==> src/trr_pkg.sv <==
`timescale 1ns / 1ps
// ----------------------------------------------------------------------------
// trr_pkg
// shared types, widths and register codes of the reshape address remap
// ----------------------------------------------------------------------------
package trr_pkg;

  localparam int REG_W   = 13;  // configuration register width
  localparam int CNT_W   = 12;  // coordinate counters
  localparam int PLANE_W = 25;  // product of two dimensions, up to 2**24
  localparam int POS_W   = 37;  // element count or position, up to 2**36
  localparam int VAL_W   = 32;
  localparam int ADDR_W  = 24;
  localparam int IDX_W   = 3;
  localparam int DIM_MAX = 4096;

  localparam longint unsigned MAX_ELEMENTS_DEF = 64'd16777216;

  localparam logic [IDX_W-1:0] REG_SOURCE_ROWS     = 3'd0;
  localparam logic [IDX_W-1:0] REG_SOURCE_COLS     = 3'd1;
  localparam logic [IDX_W-1:0] REG_SOURCE_CHANNELS = 3'd2;
  localparam logic [IDX_W-1:0] REG_TARGET_ROWS     = 3'd3;
  localparam logic [IDX_W-1:0] REG_TARGET_COLS     = 3'd4;
  localparam logic [IDX_W-1:0] REG_TARGET_CHANNELS = 3'd5;

  // effective shape, out-of-range dimensions already replaced by 1
  typedef struct packed {
    logic [REG_W-1:0] sr;
    logic [REG_W-1:0] sc;
    logic [REG_W-1:0] sch;
    logic [REG_W-1:0] tr;
    logic [REG_W-1:0] tc;
    logic [REG_W-1:0] tch;
    logic             regs_ok;
  } trr_shape_t;

  // classified item handed from front to back
  typedef struct packed {
    logic [POS_W-1:0]   pos;
    logic [PLANE_W-1:0] dplane;
    logic [VAL_W-1:0]   value;
    logic               last;
    logic               err;
  } trr_entry_t;

endpackage

==> src/trr_front.sv <==
`timescale 1ns / 1ps
// ----------------------------------------------------------------------------
// trr_front
// takes items, tracks the source coordinate, forms position and error flag
// ----------------------------------------------------------------------------
module trr_front #(
  parameter longint unsigned MAX_ELEMENTS = trr_pkg::MAX_ELEMENTS_DEF
) (
  input  logic                      clk,
  input  logic                      rst,
  input  trr_pkg::trr_shape_t       shape,
  input  logic                      in_valid,
  output logic                      in_ready,
  input  logic [trr_pkg::VAL_W-1:0] in_value,
  output logic                      push,
  output trr_pkg::trr_entry_t       entry,
  input  logic                      q_full
);
  import trr_pkg::*;

  localparam logic [1:0] F_IDLE = 2'd0;
  localparam logic [1:0] F_MUL1 = 2'd1;
  localparam logic [1:0] F_MUL2 = 2'd2;
  localparam logic [1:0] F_PUSH = 2'd3;

  logic [1:0]         st;
  logic [CNT_W-1:0]   row, col, chn;
  logic [CNT_W-1:0]   r_l, c_l, ch_l;
  logic [VAL_W-1:0]   value;
  logic               last;
  logic [PLANE_W-1:0] plane_s, dplane, rc;
  logic [POS_W-1:0]   pos_hi, src_total, dst_total, pos;
  logic               row_end, col_end, ch_end, err;

  assign row_end = ({1'b0, row} + REG_W'(1)) >= shape.sr;
  assign col_end = ({1'b0, col} + REG_W'(1)) >= shape.sc;
  assign ch_end  = ({1'b0, chn} + REG_W'(1)) >= shape.sch;

  assign in_ready = (st == F_IDLE);
  assign pos      = pos_hi + {{(POS_W-PLANE_W){1'b0}}, rc} + {{(POS_W-CNT_W){1'b0}}, c_l};
  assign err      = !shape.regs_ok || (src_total != dst_total) ||
                    ({{(64-POS_W){1'b0}}, src_total} > MAX_ELEMENTS) || (pos >= src_total);
  assign push     = (st == F_PUSH) && !q_full;
  assign entry    = '{pos: pos, dplane: dplane, value: value, last: last, err: err};

  always_ff @(posedge clk) begin
    unique case (st)
      F_IDLE: begin
        value <= in_value;
        r_l   <= row;
        c_l   <= col;
        ch_l  <= chn;
        last  <= row_end && col_end && ch_end;
      end
      F_MUL1: begin
        plane_s <= PLANE_W'({{(PLANE_W-REG_W){1'b0}}, shape.sr} *
                            {{(PLANE_W-REG_W){1'b0}}, shape.sc});
        dplane  <= PLANE_W'({{(PLANE_W-REG_W){1'b0}}, shape.tr} *
                            {{(PLANE_W-REG_W){1'b0}}, shape.tc});
        rc      <= PLANE_W'({{(PLANE_W-CNT_W){1'b0}}, r_l} *
                            {{(PLANE_W-REG_W){1'b0}}, shape.sc});
      end
      F_MUL2: begin
        pos_hi    <= {{(POS_W-CNT_W){1'b0}}, ch_l} * {{(POS_W-PLANE_W){1'b0}}, plane_s};
        src_total <= {{(POS_W-PLANE_W){1'b0}}, plane_s} * {{(POS_W-REG_W){1'b0}}, shape.sch};
        dst_total <= {{(POS_W-PLANE_W){1'b0}}, dplane} * {{(POS_W-REG_W){1'b0}}, shape.tch};
      end
      F_PUSH: begin
      end
      default: begin
      end
    endcase
  end

  always_ff @(posedge clk) begin
    if (rst) begin
      st  <= F_IDLE;
      row <= '0;
      col <= '0;
      chn <= '0;
    end else begin
      unique case (st)
        F_IDLE: begin
          if (in_valid) begin
            st <= F_MUL1;
            if (!row_end) begin
              row <= row + CNT_W'(1);
            end else begin
              row <= '0;
              if (!col_end) begin
                col <= col + CNT_W'(1);
              end else begin
                col <= '0;
                chn <= ch_end ? '0 : chn + CNT_W'(1);
              end
            end
          end
        end
        F_MUL1:  st <= F_MUL2;
        F_MUL2:  st <= F_PUSH;
        F_PUSH:  if (!q_full) st <= F_IDLE;
        default: st <= F_IDLE;
      endcase
    end
  end

endmodule

==> config.mk <==
export PLATFORM = sky130hd
export DESIGN_NAME = trr_front
export DESIGN_NICKNAME = d
export VERILOG_FILES = /design/src/trr_pkg.sv /design/src/trr_front.sv
export SDC_FILE = /design/constraint.sdc
export NUM_CORES = 2
export LEC_CHECK = 0
export BUFFER_PORTS_ARGS = -buffer_cell sky130_fd_sc_hd__buf_2
export CORE_ASPECT_RATIO = 0.7
export CORE_MARGIN = 1
export CORE_UTILIZATION = 50
export CTS_BUF_LIST = sky130_fd_sc_hd__clkbuf_16
export DETAILED_ROUTE_END_ITERATION = 16
export PLACE_DENSITY = 0.7
export SLEW_MARGIN = 25
export SYNTH_ARGS = -nofsm -noshare
export SYNTH_HDL_FRONTEND = slang
export SYNTH_SLANG_ARGS = --single-unit
==> constraint.sdc <==
create_clock -name clk -period 12.8 [get_ports clk]
set_clock_uncertainty 0.05 [all_clocks]
set_input_delay 3.2 -clock clk [delete_from_list [all_inputs] [get_ports clk]]
set_output_delay 3.2 -clock clk [all_outputs]
set_load 0.01 [all_outputs]
; After elaboration in Yosys (flattened, before gate mapping)
; Index checks and enable logic that the tools add are counted.
[op_classes]
mul = 6
muxes = 6
order_cmp = 5
n_addsub = 8
reduce_logical = 13
eq_ne = 6
[op_table]
columns = operator, count
row1 = multiplier 25 x 13 -> 37 bit, 2
row2 = multiplier 13 x 13 -> 25 bit, 2
row3 = "adder 12 x 1 -> 13 bit, second input constant", 3
row4 = >= comparator 13 bit, 3
row5 = adder 37 x 12 -> 37 bit, 1
row6 = adder 37 x 25 -> 37 bit, 1
row7 = >= comparator 37 bit, 1
row8 = "> comparator 37 x 25 -> 1 bit, second input constant", 1
row9 = multiplier 12 x 25 -> 37 bit, 1
row10 = != test 37 bit, 1
row11 = "adder 12 x 1 -> 12 bit, second input constant", 3
row12 = 2-to-1 mux 12 bit, 3
row13 = multiplier 12 x 13 -> 25 bit, 1
row14 = case mux 2 bit (4 select lines), 1
row15 = "== test 2 bit, second input constant", 2
row16 = 2-to-1 mux 2 bit, 2
row17 = "!= test 2 bit, second input constant", 2
row18 = AND reduction 2 bit, 2
row19 = AND reduction 4 bit, 1
row20 = logical AND 1 bit, 3
row21 = logical OR 1 bit, 3
row22 = AND reduction 3 bit, 1
row23 = "== test 2 x 1 -> 1 bit, second input constant", 1
row24 = logical NOT 1 bit, 2
row25 = logical NOT 2 bit, 1
[word_totals]
regBits = 293
wordCells = 59
inputBits = 115
out_inout_bits = 98

; Longest topological paths before layout
[depth]
ltp_word = 4
mapped_depth = 24
mapped_depth_nobuf = 23

; Worst setup path before layout
; No wires, ideal clock.
[synth_timing]
path_type = input to register
start = input shape[44] (netlist bit)
end = register src_total[36] (data pin)
slack_ns = 3.769
required_ns = 12.488
path_stages = 20
arrival_time_ns = 8.719
path_cell_list = clkbuf_1 -> clkbuf_1 -> nand2_1 -> fa_1 -> fa_1 -> inv_1 -> fa_1 -> fa_1 -> inv_1 -> fa_1 -> inv_1 -> ha_1 -> and3_1 -> a2111o_1 -> a221oi_4 -> a41oi_2 -> a221o_1 -> a21o_1 -> a221oi_2 -> xnor2_1
[synth_via]
elab_chain_len = 1
[synth_rtl]
columns = element, line_no
row1 = from (decl), trr_front.sv:11  ; input trr_pkg::trr_shape_t shape,
row2 = multiplier 25 x 13 -> 37 bit, trr_front.sv:65  ; src_total <= {{(POS_W-PLANE_W){1'b0}}, plane_s} * {{(POS_W-REG_W){1'b0}}, shape.sch};
row3 = to (signal assigned), trr_front.sv:65
row4 = to (decl), trr_front.sv:32  ; logic [POS_W-1:0] pos_hi, src_total, dst_total, pos;
; Every way passes these cells.
; A chain may end at the register's enable or synchronous reset.

==> impl_metrics.tcl <==
set metrics [dict create \
    status "finished, final reports clean" \
    gr-total-overflow 0 \
    tightest_slew_ns 1.09 \
    worstPathRequired_ns 9.55 \
    setup_viol 0 \
    multi_input_area_mm2 0.0441 \
    async_reset_ff_share_pct 0 \
    die_h_um 289 \
    rsz0062_at_grt "false" \
    drtAntennaViolNets 0 \
    critPathCaptureType "output port" \
    start_util_pct 50.8 \
    cp_max_fo 5 \
    synth_seq_area_share_pct 14.3 \
    period_needed_ns 9.57 \
    synth_top_area_share_pct 37.3 \
    hp-class "register to register" \
    antenna_found_initial 4 \
    critPathArrivalTime_ns 6.32 \
    register_area_mm2 0.00842 \
    drc 0 \
    nNetsFinal 8203 \
    maxSlewHeadroom_pct 27.4 \
    finalWeightedCongestion 0.943 \
    cts_resized 0 \
    clkTransAtPathRegs_ns 0.07 \
    yosysTopAreaCell "fa_1" \
    finalCritPeriodShare_pct 74.8 \
    synth.area.top_cells "fa_1, edfxtp_1, ha_1" \
    post_cts_buffers 0 \
    cts_tree "yes" \
    wirelength_um 156000 \
    slew_viol_final 0 \
    grt_pass1_vias 44000 \
    dr.pass1.iters 9 \
    syn-instance-count 6424 \
    row_count 104 \
    max_freq_mhz 104 \
    wl_per_cell_um 19.4 \
    tns_ns 0 \
    final-hold-violation-count 0 \
    syn2layout_area_growth_pct 6.01 \
    start_kind "register" \
    synthFlopType "edfxtp_1" \
    antenna_cells 0 \
    die_w_um 412 \
    synth_nets 8191 \
    grt_pass1_wl_um 247000 \
    insertion_delay_ns 0.60 \
    h-tree-depth 2 \
    core_area_mm2 0.116 \
    io-pin-count 213 \
    vias 43300 \
    drive_gt1_share_pct 5.14 \
    crit_type "register to output port" \
    numCtsBuffers 37 \
    syn_avg_cell_area_um2 9.16 \
    cts_hold_buf 0 \
    first_iter_violations 3640 \
    vias_per_cell 5.41 \
    synth_edf_count 255 \
    die-area_mm2 0.119 \
    synth.distinct_cells 75 \
    cap_violations 0 \
    grt_max_degree 62 \
    fill_cells 10300 \
    hpwl_um 126000 \
    root_buffer "clkbuf_16" \
    clock_sinks 293 \
    cts_buffer_depth 3 \
    io_buffers 212 \
    yosys_warnings 0 \
    synth-seq-cells 293 \
    grt_use_total_pct 26.6 \
    syn-cell-area_mm2 0.0589 \
]
-- cells in the mapped netlist (5+ instances only) --
master,instances
a31oi_1,18
inv_1,1433
o211ai_1,12
o21ai_0,105
o31a_1,8
o2111ai_1,8
nand2b_1,26
nand3_1,53
fa_1,1097
a41oi_1,5
ha_1,555
nor3_1,32
a211o_1,6
nor2_1,189
a21o_2,5
or3_1,7
xor2_1,89
nand4_1,30
nand3b_1,19
nor2b_1,28
a211oi_1,24
o21bai_1,19
and3_1,31
a21oi_1,170
nand2_1,996
nor4_1,17
o41ai_1,7
o21a_1,29
dfxtp_1,38
xnor2_1,159
a31o_2,6
and2_1,508
edfxtp_1,255
clkbuf_1,263
clkinv_1,5
a21o_1,91
o31ai_1,5
-- final timing paths --
| path | start | to | slack (ns) | depth (start not counted) |
|---|---|---|---|---|
| hold reg to reg | chn[10]$_SDFFE_PP0P_ | ch_l[10]$_DFFE_PP_ | 0.44 | 0 |
| hold / removal | chn[10]$_SDFFE_PP0P_ | ch_l[10]$_DFFE_PP_ | 0.44 | 0 |
| setup reg to reg | plane_s[9]$_DFFE_PN_ | src_total[31]$_DFFE_PP_ | 6.10 | 20 |
| setup / recovery | rc[1]$_DFFE_PN_ | entry[0] | 3.23 | 24 |
-- cells by family after synthesis --
| kind of cell | after synthesis | synth area share, % |
|---|---|---|
| compound gates | 562 | 6.24 |
| flops | 293 | 14.3 |
| fa+ha+maj | 1652 | 49.1 |
| buf+inv | 1707 | 10.9 |
| mux | 4 | 0.0680 |
| simple gates | 1958 | 15.7 |
| xor+xnor | 248 | 3.69 |
-- layout by cell type, fill, tap and decap left out, types with 53 or more instances in the layout --
| cell | instances |
|---|---|
| xnor2_1 | 159 |
| buf_2 | 212 |
| o21ai_0 | 105 |
| ha_1 | 552 |
| and2_1 | 508 |
| edfxtp_1 | 255 |
| nand2_1 | 996 |
| xor2_1 | 89 |
| a21o_1 | 91 |
| nand3_1 | 53 |
| inv_1 | 1438 |
| a21oi_1 | 170 |
| fa_1 | 1097 |
| nor2_1 | 189 |
-- critical path, cell delays in order, from the launching register on --
cell	delay, ns
edfxtp_1	0.36
inv_1	0.08
fa_1	0.41
inv_1	0.06
ha_1	0.18
inv_1	0.07
fa_1	0.49
nor2b_1	0.17
o31ai_1	0.13
a21oi_1	0.26
o21ai_0	0.27
o31a_1	0.37
o32ai_1	0.46
a21oi_1	0.24
nand2b_1	0.20
xnor2_1	0.33
ha_1	0.33
a21o_1	0.16
a21oi_1	0.13
nor2_1	0.06
a211oi_1	0.21
nor2_1	0.06
nor4_1	0.35
o41ai_1	0.15
buf_2	0.18
-- metrics by stage --
stage | hold slack [ns] | worst slack (ns) | std cells | utilization (%) | cell area [µm²]
floorplan | 0.380 | 3.77 | 6424 | - | 58900
finish | 0.439 | 3.23 | 8002 | 53.9 | 62400
detailed placement | 0.435 | 3.38 | 7931 | 52.8 | 61100
global placement | 0.424 | 3.52 | 7928 | 52.7 | 61100
CTS | 0.433 | 3.23 | 7999 | 53.8 | 62400
global route | 0.453 | 2.83 | 8002 | 53.9 | 62400
-- sequential cells by signal, indices dropped and copies added (netlist names), 25 cells and up --
| name | cells |
|---|---|
| dplane | 25 |
| plane_s | 25 |
| dst_total | 37 |
| rc | 25 |
| src_total | 37 |
| pos_hi | 37 |
| value | 32 |
-- routing by layer --
layer | part of all wire (%) | GRT usage (%)
met1 | 45 | 40.2
met2 | 40 | 36.7
met3 | 13 | 9.17
met4 | 1.8 | 4.90
met5 | 0.017 | 0
-- area by class of cell --
| cell class | instances | area share, % |
|---|---|---|
| Timing Repair Buffer | 242 | 2.19 |
| Clock buffer | 37 | 1.48 |
| Multi-Input combinational cell | 4424 | 70.6 |
| Tap cell | 1537 | 3.08 |
| Sequential cell | 293 | 13.5 |
| Clock inverter | 31 | 0.481 |
| Inverter | 1438 | 8.65 |
Power is left out: the tool's default activity adds up to more than one toggle a clock period on the data nets, which glitch-free logic cannot reach.
