$ cat src/trr_pkg.sv
`timescale 1ns / 1ps
// ----------------------------------------------------------------------------
// trr_pkg
// shared types, widths and register codes of the reshape address remap
// ----------------------------------------------------------------------------
package trr_pkg;

  localparam int REG_W   = 13;  // configuration register width
  localparam int CNT_W   = 12;  // coordinate counters
  localparam int PLANE_W = 25;  // product of two dimensions, up to 2**24
  localparam int POS_W   = 37;  // element count or position, up to 2**36
  localparam int VAL_W   = 32;
  localparam int ADDR_W  = 24;
  localparam int IDX_W   = 3;
  localparam int DIM_MAX = 4096;

  localparam longint unsigned MAX_ELEMENTS_DEF = 64'd16777216;

  localparam logic [IDX_W-1:0] REG_SOURCE_ROWS     = 3'd0;
  localparam logic [IDX_W-1:0] REG_SOURCE_COLS     = 3'd1;
  localparam logic [IDX_W-1:0] REG_SOURCE_CHANNELS = 3'd2;
  localparam logic [IDX_W-1:0] REG_TARGET_ROWS     = 3'd3;
  localparam logic [IDX_W-1:0] REG_TARGET_COLS     = 3'd4;
  localparam logic [IDX_W-1:0] REG_TARGET_CHANNELS = 3'd5;

  // effective shape, out-of-range dimensions already replaced by 1
  typedef struct packed {
    logic [REG_W-1:0] sr;
    logic [REG_W-1:0] sc;
    logic [REG_W-1:0] sch;
    logic [REG_W-1:0] tr;
    logic [REG_W-1:0] tc;
    logic [REG_W-1:0] tch;
    logic             regs_ok;
  } trr_shape_t;

  // classified item handed from front to back
  typedef struct packed {
    logic [POS_W-1:0]   pos;
    logic [PLANE_W-1:0] dplane;
    logic [VAL_W-1:0]   value;
    logic               last;
    logic               err;
  } trr_entry_t;

endpackage

$ cat src/trr_div.sv
`timescale 1ns / 1ps
// ----------------------------------------------------------------------------
// trr_div
// restoring divider, one quotient bit per cycle
// ----------------------------------------------------------------------------
module trr_div (
  input  logic                        clk,
  input  logic                        rst,
  input  logic                        start,
  input  logic [trr_pkg::POS_W-1:0]   numer,
  input  logic [trr_pkg::PLANE_W-1:0] denom,
  output logic                        done,
  output logic [trr_pkg::POS_W-1:0]   quot,
  output logic [trr_pkg::PLANE_W-1:0] rem
);
  import trr_pkg::*;

  localparam int CW = $clog2(POS_W);

  logic [PLANE_W-1:0] den_r;
  logic [CW-1:0]      cnt;
  logic               busy;
  logic [PLANE_W:0]   shifted;
  logic               ge;

  assign shifted = {rem, quot[POS_W-1]};
  assign ge      = shifted >= {1'b0, den_r};

  always_ff @(posedge clk) begin
    if (start) begin
      den_r <= denom;
      quot  <= numer;
      rem   <= '0;
    end else if (busy) begin
      rem  <= ge ? PLANE_W'(shifted - {1'b0, den_r}) : shifted[PLANE_W-1:0];
      quot <= {quot[POS_W-2:0], ge};
    end
  end

  always_ff @(posedge clk) begin
    if (rst) begin
      busy <= 1'b0;
      done <= 1'b0;
      cnt  <= '0;
    end else if (start) begin
      busy <= 1'b1;
      done <= 1'b0;
      cnt  <= '0;
    end else if (busy) begin
      cnt <= cnt + CW'(1);
      if (cnt == CW'(POS_W - 1)) begin
        busy <= 1'b0;
        done <= 1'b1;
      end
    end else begin
      done <= 1'b0;
    end
  end

endmodule

$ cat src/trr_back.sv
`timescale 1ns / 1ps
// ----------------------------------------------------------------------------
// trr_back
// splits position into destination coordinates and address, holds result
// ----------------------------------------------------------------------------
module trr_back (
  input  logic                clk,
  input  logic                rst,
  input  trr_pkg::trr_shape_t shape,
  input  logic                q_valid,
  input  trr_pkg::trr_entry_t q_entry,
  output logic                pop,
  output logic                out_valid,
  input  logic                out_ready,
  output logic [95:0]         out_data,
  output logic                out_last,
  output logic                out_err
);
  import trr_pkg::*;

  localparam logic [2:0] B_IDLE = 3'd0;
  localparam logic [2:0] B_DIV1 = 3'd1;
  localparam logic [2:0] B_DIV2 = 3'd2;
  localparam logic [2:0] B_MUL  = 3'd3;
  localparam logic [2:0] B_SUM  = 3'd4;
  localparam logic [2:0] B_DONE = 3'd5;

  logic [2:0]         st;
  logic [PLANE_W-1:0] plane;
  logic [VAL_W-1:0]   value;
  logic               last, err;
  logic [CNT_W-1:0]   dch, drow, dcol;
  logic [ADDR_W-1:0]  p1, p2, addr;

  logic               div_start, div_done;
  logic [POS_W-1:0]   div_numer, div_quot;
  logic [PLANE_W-1:0] div_denom, div_rem;

  assign pop       = (st == B_IDLE) && q_valid;
  assign div_start = (pop && !q_entry.err) || ((st == B_DIV1) && div_done);
  assign div_numer = (st == B_IDLE) ? q_entry.pos : {{(POS_W-PLANE_W){1'b0}}, div_rem};
  assign div_denom = (st == B_IDLE) ? q_entry.dplane
                                    : {{(PLANE_W-REG_W){1'b0}}, shape.tc};

  trr_div u_div (
    .clk   (clk),
    .rst   (rst),
    .start (div_start),
    .numer (div_numer),
    .denom (div_denom),
    .done  (div_done),
    .quot  (div_quot),
    .rem   (div_rem)
  );

  always_ff @(posedge clk) begin
    unique case (st)
      B_IDLE: begin
        plane <= q_entry.dplane;
        value <= q_entry.value;
        last  <= q_entry.last;
        err   <= q_entry.err;
        dch   <= '0;
        drow  <= '0;
        dcol  <= '0;
        addr  <= '0;
      end
      B_DIV1: if (div_done) dch <= div_quot[CNT_W-1:0];
      B_DIV2: begin
        if (div_done) begin
          drow <= div_quot[CNT_W-1:0];
          dcol <= div_rem[CNT_W-1:0];
        end
      end
      B_MUL: begin
        p1 <= ADDR_W'({{(PLANE_W-CNT_W){1'b0}}, dch} * plane);
        p2 <= ADDR_W'({{(PLANE_W-CNT_W){1'b0}}, dcol} *
                      {{(PLANE_W-REG_W){1'b0}}, shape.tr});
      end
      B_SUM:  addr <= p1 + p2 + {{(ADDR_W-CNT_W){1'b0}}, drow};
      B_DONE: begin
        if (!out_valid || out_ready) begin
          out_data <= {4'd0, value, addr, dcol, drow, dch};
          out_last <= last;
          out_err  <= err;
        end
      end
      default: begin
      end
    endcase
  end

  always_ff @(posedge clk) begin
    if (rst) begin
      st        <= B_IDLE;
      out_valid <= 1'b0;
    end else begin
      if ((st == B_DONE) && (!out_valid || out_ready)) begin
        out_valid <= 1'b1;
      end else if (out_ready) begin
        out_valid <= 1'b0;
      end
      unique case (st)
        B_IDLE: if (q_valid) st <= q_entry.err ? B_DONE : B_DIV1;
        B_DIV1: if (div_done) st <= B_DIV2;
        B_DIV2: if (div_done) st <= B_MUL;
        B_MUL:  st <= B_SUM;
        B_SUM:  st <= B_DONE;
        B_DONE: if (!out_valid || out_ready) st <= B_IDLE;
        default: st <= B_IDLE;
      endcase
    end
  end

endmodule

$ cat config.mk
export PLATFORM = sky130hd
export DESIGN_NAME = trr_back
export DESIGN_NICKNAME = d
export VERILOG_FILES = /design/src/trr_pkg.sv /design/src/trr_div.sv /design/src/trr_back.sv
export SDC_FILE = /design/constraint.sdc
export NUM_CORES = 1
export LEC_CHECK = 0
export BUFFER_PORTS_ARGS = -buffer_cell sky130_fd_sc_hd__clkbuf_2
export CELL_PAD_IN_SITES_DETAIL_PLACEMENT = 0
export CELL_PAD_IN_SITES_GLOBAL_PLACEMENT = 1
export CORE_MARGIN = 2
export CORE_UTILIZATION = 35
export CTS_CLUSTER_DIAMETER = 60
export DETAILED_ROUTE_END_ITERATION = 12
export GPL_ROUTABILITY_DRIVEN = 0
export PLACE_DENSITY = 0.68
export SLEW_MARGIN = 0
export SYNTH_ARGS = -nofsm -noshare
export SYNTH_HDL_FRONTEND = slang
export SYNTH_SLANG_ARGS = --single-unit
$ cat constraint.sdc
create_clock -name clk -period 11.89 [get_ports clk]
set_input_delay 2.378 -clock clk [delete_from_list [all_inputs] [get_ports clk]]
set_output_delay 2.378 -clock clk [all_outputs]
set_load 0.05 [all_outputs]
* Word level (Yosys, flattened, before mapping)
Cells that the tools add are included.
Storage, ports and cells: register bits after elaboration 360, input bits 179
Cells by class: add/sub/neg operators 4, multiply operators 2, magnitude comparators 1, equality and inequality tests 10, multiplexer cells 22, bitwise logic cells 1, reductions and logical operators 20
Operators by type and width (number):
- $mux W37 | 3
- $pmux W12 S2 | 3
- $pmux W24 S2 | 1
- $ge A26 B25 Y1 | 1
- $mul A12 B25 Y24 | 1
- $mux W25 | 1
- $sub A25 B25 Y25 | 1
- $add A24 B12 Y24 | 1
- $add A24 B24 Y24 | 1
- $mul A12 B13 Y24 | 1
- $mux W12 | 2
- $pmux W3 S6 | 1
- $mux W3 | 5
- $mux W13 | 1
- $reduce_bool A2 Y1 | 5
- $add A6 B1 Y6 const B | 1
- $eq A3 B2 Y1 const B | 2
- $eq A3 B3 Y1 const B | 2
- $eq A6 B6 Y1 const B | 1
- $reduce_and A2 Y1 | 3
- $mux W1 | 5
- $logic_and A1 B1 Y1 | 4
- $ne A2 B1 Y1 const B | 2
- $ne A2 B2 Y1 const B | 2
- 8 further kinds | 10

* Logic depth before layout (Yosys ltp)
depth in word-level cells 5, mapped depth 23, mapped depth without buffers 21

* Modules after synthesis
Synthesis repeated with hierarchy kept, for this count alone.
Unflattened totals: cells, all modules 2443, area, all modules 26948.3 um^2
By module, submodules not included:
- trr_back | times used 1, cells each 1973, area an instance 21709.6 um^2, seq. area each 7887.6 um^2
- trr_div | times used 1, cells each 470, area an instance 5238.8 um^2, seq. area each 2522.4 um^2

* Least setup slack after synthesis
Ideal clock, no wire load.
kind input port to flip-flop, start input shape[34] (netlist name), end register p2[23] (data pin), arrival 7.078 ns, data required time 11.630 ns, path slack 4.552 ns, cell stages on the path 20, path buffers 1, cell sequence clkbuf_1 nand2_1 fa_1 fa_1 fa_1 inv_1 fa_1 inv_1 fa_1 inv_1 ha_1 o21a_1 or2_2 a41oi_2 a21oi_2 a41oi_2 a21oi_1 a21o_1 a31oi_1 xnor2_1
Between the ends: longest elaborated chain between the ends 1
Ends and longest elaborated chain:
- start: declaration | line trr_back.sv:9 | input trr_pkg::trr_shape_t shape,
- $mul A12 B13 Y24 | line trr_back.sv:77 | p2 <= ADDR_W'({{(PLANE_W-CNT_W){1'b0}}, dcol} *
- end signal: assignment | line trr_back.sv:77
- end: declaration | line trr_back.sv:33 | logic [ADDR_W-1:0] p1, p2, addr;
No other way between the ends. A chain may end at the register's enable or synchronous reset.

* Worst setup path in the final report
Same ends and word-level chain as after synthesis.

==> impl_metrics.ini <==
[synthesis]
yosys.area_share.adder_pct = 28.7
synth_xor_area_share_pct = 2.95
seq_area_frac_synth_pct = 39.0
synth.cell_area_mm2 = 0.0267
synthFlopType = edfxtp_1
synth_area_leader_cell = edfxtp_1
ys_ff_latch = 359
yosysWarnings = 0
synth.distinct_cells = 77
avgSynthCellArea_um2 = 10.7
synth_async_sr_flop_share_pct = 0
synth_top_area_share_pct = 36.2
synth_compound_area_share_pct = 6.54
netlist_top_cells_count = inv_1 (423), nand2_1 (358), edfxtp_1 (322)
yosys.area_share.simple_pct = 13.3
synth_mux_area_share_pct = 2.12
synth_area_leaders = edfxtp_1 (36%), fa_1 (21%), ha_1 (7.5%)
synth-edff-count = 322
synthCells = 2487
yosysMostFrequentCell = inv_1
synth_top_family_by_area = adder cells

[cts]
htreeDepth = 2
clkTransAtPathRegs_ps = 60
cts_tree = built
ctsRootBufferMaster = clkbuf_16
clock-sinks = 359
post-cts-setup-buffers = 0
cts_resized = 0
hold_buffers = 0
cts.path.max_buffers = 3
insertion_delay_ps = 570
cts_made_buffers = 44

[die]
core_mm2 = 0.0757
io_pins = 279
rows = 101
initial_core_util_pct = 35.3
die_h_um = 280
dieWidth_um = 280
die-area_mm2 = 0.0785

[pwr]
p_leak_nw = 13.5
p_int_mw = 4.12
p_sw_mw = 2.91
power.density_mw_per_mm2 = 233
switching_share_pct = 41.4
vdd_ir_drop_max_mv = 0.199
p_seq_share_pct = 26.0
combPwrFrac_pct = 55.0
p_clk_share_pct = 19.0

[global_routing]
grt_pass1_wl_um = 105000
grt_overflow = 0
antenna_found_initial = 6
grtUsageTotal_pct = 17.3
grt_max_degree = 93
first_global_vias = 18800

[setup_path]
slowest_stage = fa_1
crit_chain = clkbuf_2 > nand2_1 > fa_1 > fa_1 > fa_1 > inv_1 > fa_1 > inv_1 > fa_1 > inv_1 > ha_1 > o21a_1 > or2_2 > a41oi_2 > a21oi_2 > a41oi_2 > a21oi_1 > a21o_1 > a31oi_1 > xnor2_1
crit_type = in2reg
cp_common_cell = fa_1
rrSetupSlack_ps = 5560
cp.arrival_ps = 7580
critPathMaxFanout = 12
critPathMaxStageDelay_ps = 570
end_kind = flop
cp-start-kind = input pin
required_ps = 12180

[worst_hold_path]
min_path_type = reg2reg

[final_layout]
final_cell_count_no_fill = 3686
n_antenna_cell = 0
syn_to_final_growth_pct = 13.3
post-route-util_pct = 40.0
fin_area_mm2 = 0.0302
drive_gt1_share_pct = 12.9
layout.nets = 3295

[route]
ant_nets = 0
drt-vias-per-instance = 4.88
first_pass_iters = 5
routed_wirelength_um = 66700
drc = 0
wl_per_cell_um = 18.1
dr.first_iter.drc_count = 990
vias = 18000

[place]
dpl_cell_area_mm2 = 0.0288
place_hpwl_um = 50500
port_buffers = 221
placed_cells = 3605

[timing]
fmax_ghz = 0.137
finalMaxSlewViolations = 0
setup_violations = 0
tightest_slew_ps = 1140
fin_skew_ps = 32.3
rsz0062_at_grt = false
period_share_pct = 61.3
slew-limit-headroom_pct = 23.7
setup-tns-final_ps = 0
hold_viol = 0
period_needed_ps = 7290

[run_status]
status = complete, no violations

[run]
cap_violations = 0
-- final cells by class --
cell class | instances | area (um2)
Fill cell | 7278 | 45500
Multi-Input combinational cell | 1608 | 14300
Sequential cell | 359 | 10400
Inverter | 424 | 1590
Tap cell | 978 | 1220
Timing Repair Buffer | 236 | 1220
Clock buffer | 53 | 1190
Clock inverter | 28 | 274
-- layer usage --
metal | track usage [%] | vias to the layer above | routed length, um
li1 | - | 8415 | -
met1 | 23.1 | 8931 | 29600
met2 | 28.3 | 507 | 30800
met3 | 3.26 | 116 | 4060
met4 | 5.80 | 4 | 2270
met5 | 0 | - | 26
-- sequential cells by signal, indices dropped and copies added, names as in the netlist, 3 cells and up --
name         flops
p1              24
dcol            12
drow            12
u_div.cnt        6
dch             12
u_div.quot      37
st               3
value           32
u_div.den_r     25
u_div.rem       25
out_data        92
p2              24
addr            24
plane           24
-- layout by cell type (no fill, tap or decap), types with 5 or more instances in the layout --
cell type / count
o211ai_1: 6
mux2_2: 13
or3_1: 12
xnor2_1: 64
and3_1: 7
o21ai_1: 10
clkbuf_1: 6
a21oi_1: 66
nand3_1: 21
nand4_1: 11
inv_1: 423
edfxtp_1: 322
dfxtp_1: 37
clkbuf_16: 46
nand2b_1: 15
a21o_1: 19
o31ai_1: 5
nor2_1: 88
clkbuf_2: 221
clkinv_1: 6
nand2_1: 358
a211oi_1: 20
mux2i_1: 42
a31oi_1: 10
or2_2: 6
clkinv_2: 6
xor2_1: 26
nor3_1: 34
ha_1: 161
o21a_1: 18
and2_1: 163
fa_1: 282
buf_4: 15
o21ai_0: 69
nor2b_1: 17
-- critical path: cells and delay by family --
kind | cells | cell delay, ps
XOR/XNOR | 1 | 120
AO/OA/AOI/OAI | 7 | 1350
buffers and inverters | 4 | 460
adder cells (fa/ha/maj) | 6 | 2820
AND/OR/NAND/NOR | 2 | 430
-- kinds of logic (layout without fill, tap and decap cells) --
family                   count (synthesis)  in the layout
multiplexers                            55             55
AND/OR/NAND/NOR                        751            751
buffers and inverters                  523            741
other                                    1              4
flip-flops                             359            359
AO/OA/AOI/OAI                          265            265
XOR/XNOR                                90             90
adder cells (fa/ha/maj)                443            443
-- per-stage QoR --
stage	worst slack [ps]	hold WS, ps	total power, mW
after global placement	4100	403	5.69
after CTS	4630	418	7.12
final	4600	417	7.03
after global routing	4380	421	7.72
after detailed placement	4040	405	5.74
after floorplan	4550	400	4.79
-- path summary, 6_finish.rpt --
path	start	cells past startpoint	end
max	shape[34]	20	p2[23]
min	value[22]	0	out_data[82]
max reg2reg	dch[3]	18	p1[21]
min reg2reg	value[22]	0	out_data[82]
-- power by group through the flow --
stage               clock network (mW)  registers [mW]  logic, mW
CTS                               1.37            1.83       3.91
floorplan                            0            1.78       3.01
global route                      1.42            1.85       4.45
detailed placement                   0            1.86       3.89
finish                            1.34            1.83       3.87
global placement                     0            1.85       3.84
(Power assumes the default switching activity.)
