[src/trr_pkg.sv]
`timescale 1ns / 1ps
// ----------------------------------------------------------------------------
// trr_pkg
// shared types, widths and register codes of the reshape address remap
// ----------------------------------------------------------------------------
package trr_pkg;

  localparam int REG_W   = 13;  // configuration register width
  localparam int CNT_W   = 12;  // coordinate counters
  localparam int PLANE_W = 25;  // product of two dimensions, up to 2**24
  localparam int POS_W   = 37;  // element count or position, up to 2**36
  localparam int VAL_W   = 32;
  localparam int ADDR_W  = 24;
  localparam int IDX_W   = 3;
  localparam int DIM_MAX = 4096;

  localparam longint unsigned MAX_ELEMENTS_DEF = 64'd16777216;

  localparam logic [IDX_W-1:0] REG_SOURCE_ROWS     = 3'd0;
  localparam logic [IDX_W-1:0] REG_SOURCE_COLS     = 3'd1;
  localparam logic [IDX_W-1:0] REG_SOURCE_CHANNELS = 3'd2;
  localparam logic [IDX_W-1:0] REG_TARGET_ROWS     = 3'd3;
  localparam logic [IDX_W-1:0] REG_TARGET_COLS     = 3'd4;
  localparam logic [IDX_W-1:0] REG_TARGET_CHANNELS = 3'd5;

  // effective shape, out-of-range dimensions already replaced by 1
  typedef struct packed {
    logic [REG_W-1:0] sr;
    logic [REG_W-1:0] sc;
    logic [REG_W-1:0] sch;
    logic [REG_W-1:0] tr;
    logic [REG_W-1:0] tc;
    logic [REG_W-1:0] tch;
    logic             regs_ok;
  } trr_shape_t;

  // classified item handed from front to back
  typedef struct packed {
    logic [POS_W-1:0]   pos;
    logic [PLANE_W-1:0] dplane;
    logic [VAL_W-1:0]   value;
    logic               last;
    logic               err;
  } trr_entry_t;

endpackage

[src/trr_queue.sv]
`timescale 1ns / 1ps
// ----------------------------------------------------------------------------
// trr_queue
// two-entry queue between the front and back of the remap
// ----------------------------------------------------------------------------
module trr_queue (
  input  logic              clk,
  input  logic              rst,
  input  logic              push,
  input  trr_pkg::trr_entry_t wr_entry,
  output logic              full,
  input  logic              pop,
  output logic              not_empty,
  output trr_pkg::trr_entry_t rd_entry
);
  import trr_pkg::*;

  trr_entry_t mem [2];
  logic       wr_ptr;
  logic       rd_ptr;
  logic [1:0] count;

  assign full      = (count == 2'd2);
  assign not_empty = (count != 2'd0);
  assign rd_entry  = mem[rd_ptr];

  always_ff @(posedge clk) begin
    if (push && !full) begin
      mem[wr_ptr] <= wr_entry;
    end
  end

  always_ff @(posedge clk) begin
    if (rst) begin
      wr_ptr <= 1'b0;
      rd_ptr <= 1'b0;
      count  <= 2'd0;
    end else begin
      if (push && !full) wr_ptr <= ~wr_ptr;
      if (pop && not_empty) rd_ptr <= ~rd_ptr;
      case ({push && !full, pop && not_empty})
        2'b10:   count <= count + 2'd1;
        2'b01:   count <= count - 2'd1;
        default: count <= count;
      endcase
    end
  end

endmodule

[config.mk]
export PLATFORM = sky130hd
export DESIGN_NAME = trr_queue
export DESIGN_NICKNAME = d
export VERILOG_FILES = /design/src/trr_pkg.sv /design/src/trr_queue.sv
export SDC_FILE = /design/constraint.sdc
export NUM_CORES = 1
export LEC_CHECK = 0
export ABC_AREA = 1
export CAP_MARGIN = 5
export CORE_MARGIN = 5
export CORE_UTILIZATION = 30
export CTS_CLUSTER_SIZE = 30
export DETAILED_ROUTE_END_ITERATION = 8
export DONT_BUFFER_PORTS = 1
export GPL_TIMING_DRIVEN = 0
export SYNTH_ARGS = -nofsm -noshare
export SYNTH_HDL_FRONTEND = slang
export SYNTH_SLANG_ARGS = --single-unit
[constraint.sdc]
create_clock -name clk -period 6.2 [get_ports clk]
set_input_delay 0.31 -clock clk [delete_from_list [all_inputs] [get_ports clk]]
set_output_delay 0.31 -clock clk [all_outputs]
set_load 0.02 [all_outputs]
### Yosys cells after proc, flatten, opt, wreduce, memory -nomap -nowiden

Memory sizes are Yosys's and may differ from the RTL's. A register that Yosys moved wholly into a read port is not among the register bits.
Cells that the tools add are included.

| storage, ports and cells | value |
|---|---|
| register bits | 4 |
| memory bits (writable) | 192 |
| input port bits | 100 |
| logic and storage cells | 21 |
| memories | 1 |

Memories:

| name | words | width | rd ports | clocked after memory_dff | write ports | line | text |
|---|---|---|---|---|---|---|---|
| mem | 2 | 96 | 1 | 1 | 1 | trr_queue.sv:18 | `trr_entry_t mem [2];` |

| cells by class | value |
|---|---|
| $add $sub $neg | 2 |
| equality and inequality tests | 3 |
| multiplexer cells | 5 |
| bitwise gates (word level) | 2 |
| reduce and logical (&&, ||, !) cells | 5 |

Operators by type and width:

| operator | count |
|---|---|
| $eq A2 B2 Y1 const B | 2 |
| $mux W1 | 4 |
| $pmux W2 S2 | 1 |
| $reduce_bool A2 Y1 | 2 |
| $add A2 B1 Y2 const B | 1 |
| $eq A2 B1 Y1 const B | 1 |
| $logic_and A1 B1 Y1 | 2 |
| $not A1 Y1 | 2 |
| $sub A2 B1 Y2 const B | 1 |
| $logic_not A1 Y1 | 1 |

### Logic depth before layout (Yosys ltp)

Gate-level depths: netlist of the first run.

| depth | value |
|---|---|
| word-level depth | 5 |
| gate-level depth with buffers | 10 |
| gate-level depth less buffers | 10 |

### Least setup slack after synthesis of the first run

No wires, ideal clock.

| path | value |
|---|---|
| path kind | register to register |
| start | register count[0] |
| end | memory mem[0][0] (netlist name) (enable) |
| setup time | 551 ps |
| arrival time | 4,706 ps |
| data required time | 5,649 ps |
| setup slack | 942 ps |
| cell stages (with the launch flop) | 5 |
| clock period less this slack | 5,258 ps |
| cell sequence | dfxtp_1 > nor2_1 > nor2_1 > inv_1 > nor2_1 |

| on the way | value |
|---|---|
| word-level cells in the longest chain between the ends | 5 |

Ends and longest elaborated chain:

| what | line | text |
|---|---|---|
| from (decl) | trr_queue.sv:21 | `logic [1:0] count;` |
| from (signal assigned) | trr_queue.sv:42 | `2'b10: count <= count + 2'd1;` |
| from (signal assigned) | trr_queue.sv:43 | `2'b01: count <= count - 2'd1;` |
| from (signal assigned) | trr_queue.sv:44 | `default: count <= count;` |
| $eq A2 B2 Y1 | trr_queue.sv:23 | `assign full = (count == 2'd2);` |
| named net full | trr_queue.sv:11 | `output logic full,` |
| $logic_not A1 Y1 | trr_queue.sv:28 | `if (push && !full) begin` |
| $logic_and A1 B1 Y1 | trr_queue.sv:28 |  |
| $mux W1 | trr_queue.sv:28 |  |
| $mux W1 (implied by the code) | trr_queue.sv:29 | `mem[wr_ptr] <= wr_entry;` |
| to (decl) | trr_queue.sv:18 |  |

The timed path passes the listed nets, and every way through them passes these cells.

### Final worst setup path of the first run

| path | value |
|---|---|
| start | register count[0] |
| end | memory mem[1][48] (netlist name) (enable) |

Same word-level chain as after synthesis.

==> flow_summary.ini, run 1 <==
[synth]
synth_simple_gate_area_share = 0.0110
synth_cell_type_count = 15
synth_fp_nets = 440
synthMuxAreaShare = 0.167
synth_top_family_by_area = multiplexers
synth_xor_area_frac = 0
synth.top_cell.area_share = 0.782
yosysTopAreaCell = edfxtp_1
synthTopCellsByArea = edfxtp_1, mux2_2, mux2_4, dfxtp_1, buf_12
synthCells = 339
synth-compound-area-share = 0.00204
syn_area_per_cell_um2 = 21.8
yosys_warnings = 0
synth_area_mm2 = 0.00737
synth.yosys.seq_area_share = 0.795
synth_fa_ha_area_frac = 0.00170
synth-seq-cells = 197

[cts]
cts_buffer_depth = 2
cts_setup_buffers = 0
ctsHtreeMaxLevel = 4
clk_latency_ps = 420
cts-root-buf = clkbuf_16
cts_buffers = 17
cts.clk_slew.worst_paths_ps = 80
cts_tree = done
cts.sinks = 197

[global_routing]
busiest_layer = met2
grt_use_met2 = 0.182
use_met1 = 0.112
grt_use_total = 0.103
grt_pass1_wl_um = 21700
grt_overflow = 0
antenna_found_initial = 0
grt_max_degree = 56
grt_pass1_vias = 3745
grtUsageMet3 = 0.0465

[power]
p_clk_frac = 0.318
total_power_w = 0.00354
swShare = 0.276
p_seq_frac = 0.469
irDropWorstVdd_mv = 0.174
power_density_mw_per_mm2 = 373
leakagePower_nw = 3.26
p_int_w = 0.00256
power.share.combinational = 0.214
switching_power_w = 0.000979

[outcome]
status = finished clean

[sta]
hold_slack_ps = 90.4
max-slew-margin-rel = 0.602
rsz0062_at_grt = false
drv_slew = 0
fmax_ghz = 0.476
tightest_slew_ps = 597
fin_crit_sh = 0.339
hold_viol_final = 0
fin_crit_ps = 2100
setup_violations = 0
skew_ps = 11.5

[cells_and_area]
fin_area_mm2 = 0.00948
finalNonFillerCells = 796
drive_above_1_share = 0.303
layout-area-overhead-vs-synth_pct = 28.6
fill_cells = 2183
n_antenna_cell = 0
nets = 560
multi_input_area_mm2 = 0.00135
regArea_mm2 = 0.00587

[placed_design]
place_congestion = 0.658
port-buffer-count = 0
dp_cells = 668
place_area_mm2 = 0.00792
dp_hpwl_um = 10000

[detailed_routing]
vias = 3394
drc = 0
ant_nets = 0
drt_wl_total_um = 14600
firstDrtPassIters = 4
drt_iter0_drc = 161
drt-vias-per-instance = 4.26
wl_per_cell_um = 18.4

[setup_path]
crit_path_start_kind = flip-flop
cp-end-kind = flip-flop
max_stage_delay_ps = 460
timing.rr.start = count[0]
worst_path_dominant_cell_family = buffers and inverters
path_cells = nor2_1 -> nor2_1 -> nand2_1 -> inv_4 -> buf_16
worstSetupStartpoint = count[0]
critPathBufInv = 2
critical_path_class = flip-flop to flip-flop
worst_path_most_repeated_cell = nor2_1
worst_ep_arrival_time_ps = 2190
critPathMaxFanout = 55
required_ps = 6290
slowest_stage = inv_4

[die]
die_y_um = 167
rows = 57
io_pins = 198
initial_core_util = 0.304
die_w_um = 167
core_mm2 = 0.0242
die_area_mm2 = 0.0278

[flow_run]
drv_cap = 0

[hold_path]
min_from = rst
hp-class = input pin to flip-flop
cell type report:
| type | instances | share of cell area |
|---|---|---|
| tap | 324 | 0.0427 |
| inverter | 10 | 0.00422 |
| timing repair buffer | 101 | 0.115 |
| clock buffer | 17 | 0.0449 |
| multi-input combinational | 121 | 0.142 |
| sequential | 197 | 0.618 |
| clock inverter | 15 | 0.0187 |
| buffer | 11 | 0.0139 |
power by group through the flow:
stage / registers (W) / logic [W] / clock network, W
floorplan: 0.00170 / 0.000564 / 0
global placement: 0.00171 / 0.000670 / 0
detailed placement: 0.00169 / 0.000718 / 0
CTS: 0.00166 / 0.000778 / 0.00116
global route: 0.00167 / 0.000806 / 0.00123
finish: 0.00166 / 0.000757 / 0.00113
through the flow:
step / setup TNS [ps] / utilization / setup WS, ps
global placement: -120120 / 0.321 / -1260
global route: 0 / 0.391 / 3920
finish: 0 / 0.391 / 4100
CTS: 0 / 0.391 / 4110
detailed placement: 0 / 0.327 / 4120
floorplan: 0 / - / 942
worst reg2reg max path: cells and delay by family (launching register included):
family                 cells  cell delay [ps]
buffers and inverters      2              780
AND/OR/NAND/NOR            3              510
flip-flops                 1              380
sequential cells by signal, indices dropped and copies added (netlist names), named ones only:
signal  cells
count       2
mem       192
rd_ptr      1
wr_ptr      1
synth_stat cells:
library cell    n
edfxtp_1      192
mux2_2         56
mux2_4         40
nor2_1         12
inv_1          10
nand2_1         8
buf_2           5
dfxtp_1         5
buf_12          4
o21ai_0         2
a21oi_1         1
buf_6           1
buf_8           1
ha_1            1
nand4_1         1
layout by cell type (no fill, tap or decap), drive strengths merged, types with 5 or more instances in the layout:
cell	count
buf	16
nand2	8
clkinv	7
mux2	96
dlygate4sd3	96
nor2	12
inv	14
edfxtp	192
dfxtp	5
clkbuf	17
layer usage:
| metal | vias to the layer above | wire (µm) |
|---|---|---|
| met3 | 8 | 1250 |
| li1 | 1550 | - |
| met4 | 0 | 121 |
| met2 | 135 | 7680 |
| met1 | 1701 | 5570 |
| met5 | - | 0 |
logic make-up (layout without fill, tap and decap cells):
family / Yosys count / after routing
AO/OA/AOI/OAI: 3 / 3
adder cells (fa/ha/maj): 1 / 1
buffers and inverters: 21 / 154
multiplexers: 96 / 96
AND/OR/NAND/NOR: 21 / 21
flip-flops: 197 / 197
what timing repair did:
action                    in CTS  in global routing
hold buffers                  96                  0
resized for setup              0                  0
hold endpoints to repair     192                  0
path summary, 6_finish.rpt:
| kind | to | slack [ps] | cells past startpoint |
|---|---|---|---|
| max | mem[1][48] | 4100 | 5 |
| min | wr_ptr | 90 | 3 |
| max reg2reg | mem[1][48] | 4100 | 5 |
| min reg2reg | count[1] | 520 | 2 |
(Power assumes the default switching activity.)
==> run 2, diff against run 1 <==
==> constraint.sdc (replaced) <==
create_clock -name clk -period 1.75 [get_ports clk]
set_input_delay 0.0875 -clock clk [delete_from_list [all_inputs] [get_ports clk]]
set_output_delay 0.0875 -clock clk [all_outputs]
set_load 0.02 [all_outputs]
==> flow_summary.ini, run 2 (same netlist as run 1, synthesis figures left out) <==
[outcome]
status = finished clean

[sta]
fin_crit_ps = 1650
drv_slew = 0
tightest_slew_ps = 406
setup_violations = 0
final_critical_path_setup_slack_ps = 101
hold_slack_ps = 192
max-slew-margin-rel = 0.729
fin_crit_sh = 0.942
hold_viol_final = 0
skew_ps = 8.30
fmax_ghz = 0.606
rsz0062_at_grt = true

[global_routing]
grt_overflow = 0
grt_pass1_wl_um = 22000
grt_use_total = 0.103
antenna_found_initial = 0
grt_max_degree = 42
grt_pass1_vias = 3925

[setup_path]
worst_path_dominant_cell_family = buffers and inverters
max_stage_delay_ps = 350
cp-end-kind = primary output
critPathMaxFanout = 10
worst_ep_arrival_time_ps = 1560
path_cells = buf_6 -> buf_12 -> buf_12 -> mux2_4
slowest_stage = mux2_4
worst_path_most_repeated_cell = buf_12
critPathBufInv = 3
crit_path_start_kind = flip-flop
required_ps = 1660
critical_path_class = flip-flop to primary output
timing.rr.start = count[0]

[die]
die_area_mm2 = 0.0278
die_y_um = 167
initial_core_util = 0.304
die_w_um = 167
io_pins = 198
core_mm2 = 0.0242
rows = 57

[cells_and_area]
final_cell_mix = edfxtp_1, dlygate4sd3_1, mux2_2
final_common_cell = edfxtp_1
fin_area_mm2 = 0.00953
drive_above_1_share = 0.319
regArea_mm2 = 0.00587
top_register = mem
fill_cells = 2215
n_antenna_cell = 0
layout-area-overhead-vs-synth_pct = 29.2
multi_input_area_mm2 = 0.00137
nets = 565
largest_reg_flops = 192
reg_top3 = mem: 192 flops, count: 2 flops

[flow_run]
drv_cap = 0

[detailed_routing]
ant_nets = 0
drt-vias-per-instance = 4.32
drt_iter0_drc = 154
firstDrtPassIters = 4
vias = 3457
drt_wl_total_um = 14600
wl_per_cell_um = 18.2
drc = 0

[placed_design]
dp_slack_ps = -517
dp_hpwl_um = 10000
port-buffer-count = 0
place_congestion = 0.693
place_area_mm2 = 0.00791

[hold_path]
min_from = push
hp-class = input pin to flip-flop

[cts]
cts-root-buf = clkbuf_16
ctsHtreeMaxLevel = 4
clk_latency_ps = 420
cts_buffer_depth = 2
cts_tree = done
cts.clk_slew.worst_paths_ps = 70
cts.sinks = 197
cts_buffers = 17

[power]
power_density_mw_per_mm2 = 1320
irDropWorstVdd_mv = 0.584
leakagePower_nw = 3.25
[run 2: changes by cell type in the layout (fill, tap and decap cells not counted), sizes merged]
| cell | previous run | this run |
|---|---|---|
| clkbuf | 17 | 21 |
| clkinvlp | 1 | 5 |
| dlygate4sd3 | 96 | 99 |
| buf | 16 | 14 |
| clkinv | 7 | 5 |
| inv | 14 | 12 |
[run 2: power by group]
part,leakage [nW],internal [W],total [W],switching [W]
logic,1.13,0.00106,0.00268,0.00162
clock network,0.288,0.00227,0.00400,0.00173
registers,1.84,0.00576,0.00588,0.000124
[run 2: final timing paths]
| path | end | slack [ps] | cells past startpoint |
|---|---|---|---|
| max | rd_entry[80] | 100 | 4 |
| min | count[0] | 190 | 5 |
| max reg2reg | count[1] | 160 | 10 |
| min reg2reg | count[1] | 530 | 2 |
[run 2: timing repair]
| item | 4_1_cts | 5_1_grt |
|---|---|---|
| pin swaps | 1 | 1 |
| gates cloned | 1 | 0 |
| buffers inserted | 2 | 0 |
| hold endpoints to repair | 197 | 0 |
| gates resized for setup | 2 | 4 |
| endpoints found under the setup margin | 189 | 78 |
| hold buffers | 99 | 0 |
[run 2: final cells by class]
| cell class | count | area share |
|---|---|---|
| Tap cell | 324 | 0.0426 |
| Multi-Input combinational cell | 121 | 0.143 |
| Timing Repair Buffer | 105 | 0.114 |
| Timing Repair inverter | 1 | 0.000788 |
| Clock inverter | 14 | 0.0186 |
| Inverter | 10 | 0.00433 |
| Sequential cell | 197 | 0.616 |
| Buffer | 11 | 0.0154 |
| Clock buffer | 18 | 0.0450 |
[run 2: tightest hold or removal path, stage by stage]
cell and delay, ps:
inv_1 70, nor2_4 50, inv_1 110, ha_1 190, a21oi_1 70
[run 2: metal layers]
metal / routed length, µm / GRT usage / vias to the layer above
met5: 0 / 0 / -
li1: - / - / 1566
met2: 7630 / 0.179 / 140
met1: 5550 / 0.111 / 1735
met3: 1160 / 0.0481 / 16
met4: 256 / 0.0363 / 0
[run 2: per-stage QoR]
stage | utilization | std cells | TNS [ps] | total power (W)
global route | 0.393 | 801 | -21.8 | 0.0132
floorplan | - | 339 | -140030 | 0.00800
CTS | 0.393 | 802 | 0 | 0.0128
global placement | 0.322 | 663 | -292030 | 0.00840
detailed placement | 0.326 | 668 | -31920 | 0.00851
finish | 0.393 | 801 | 0 | 0.0126
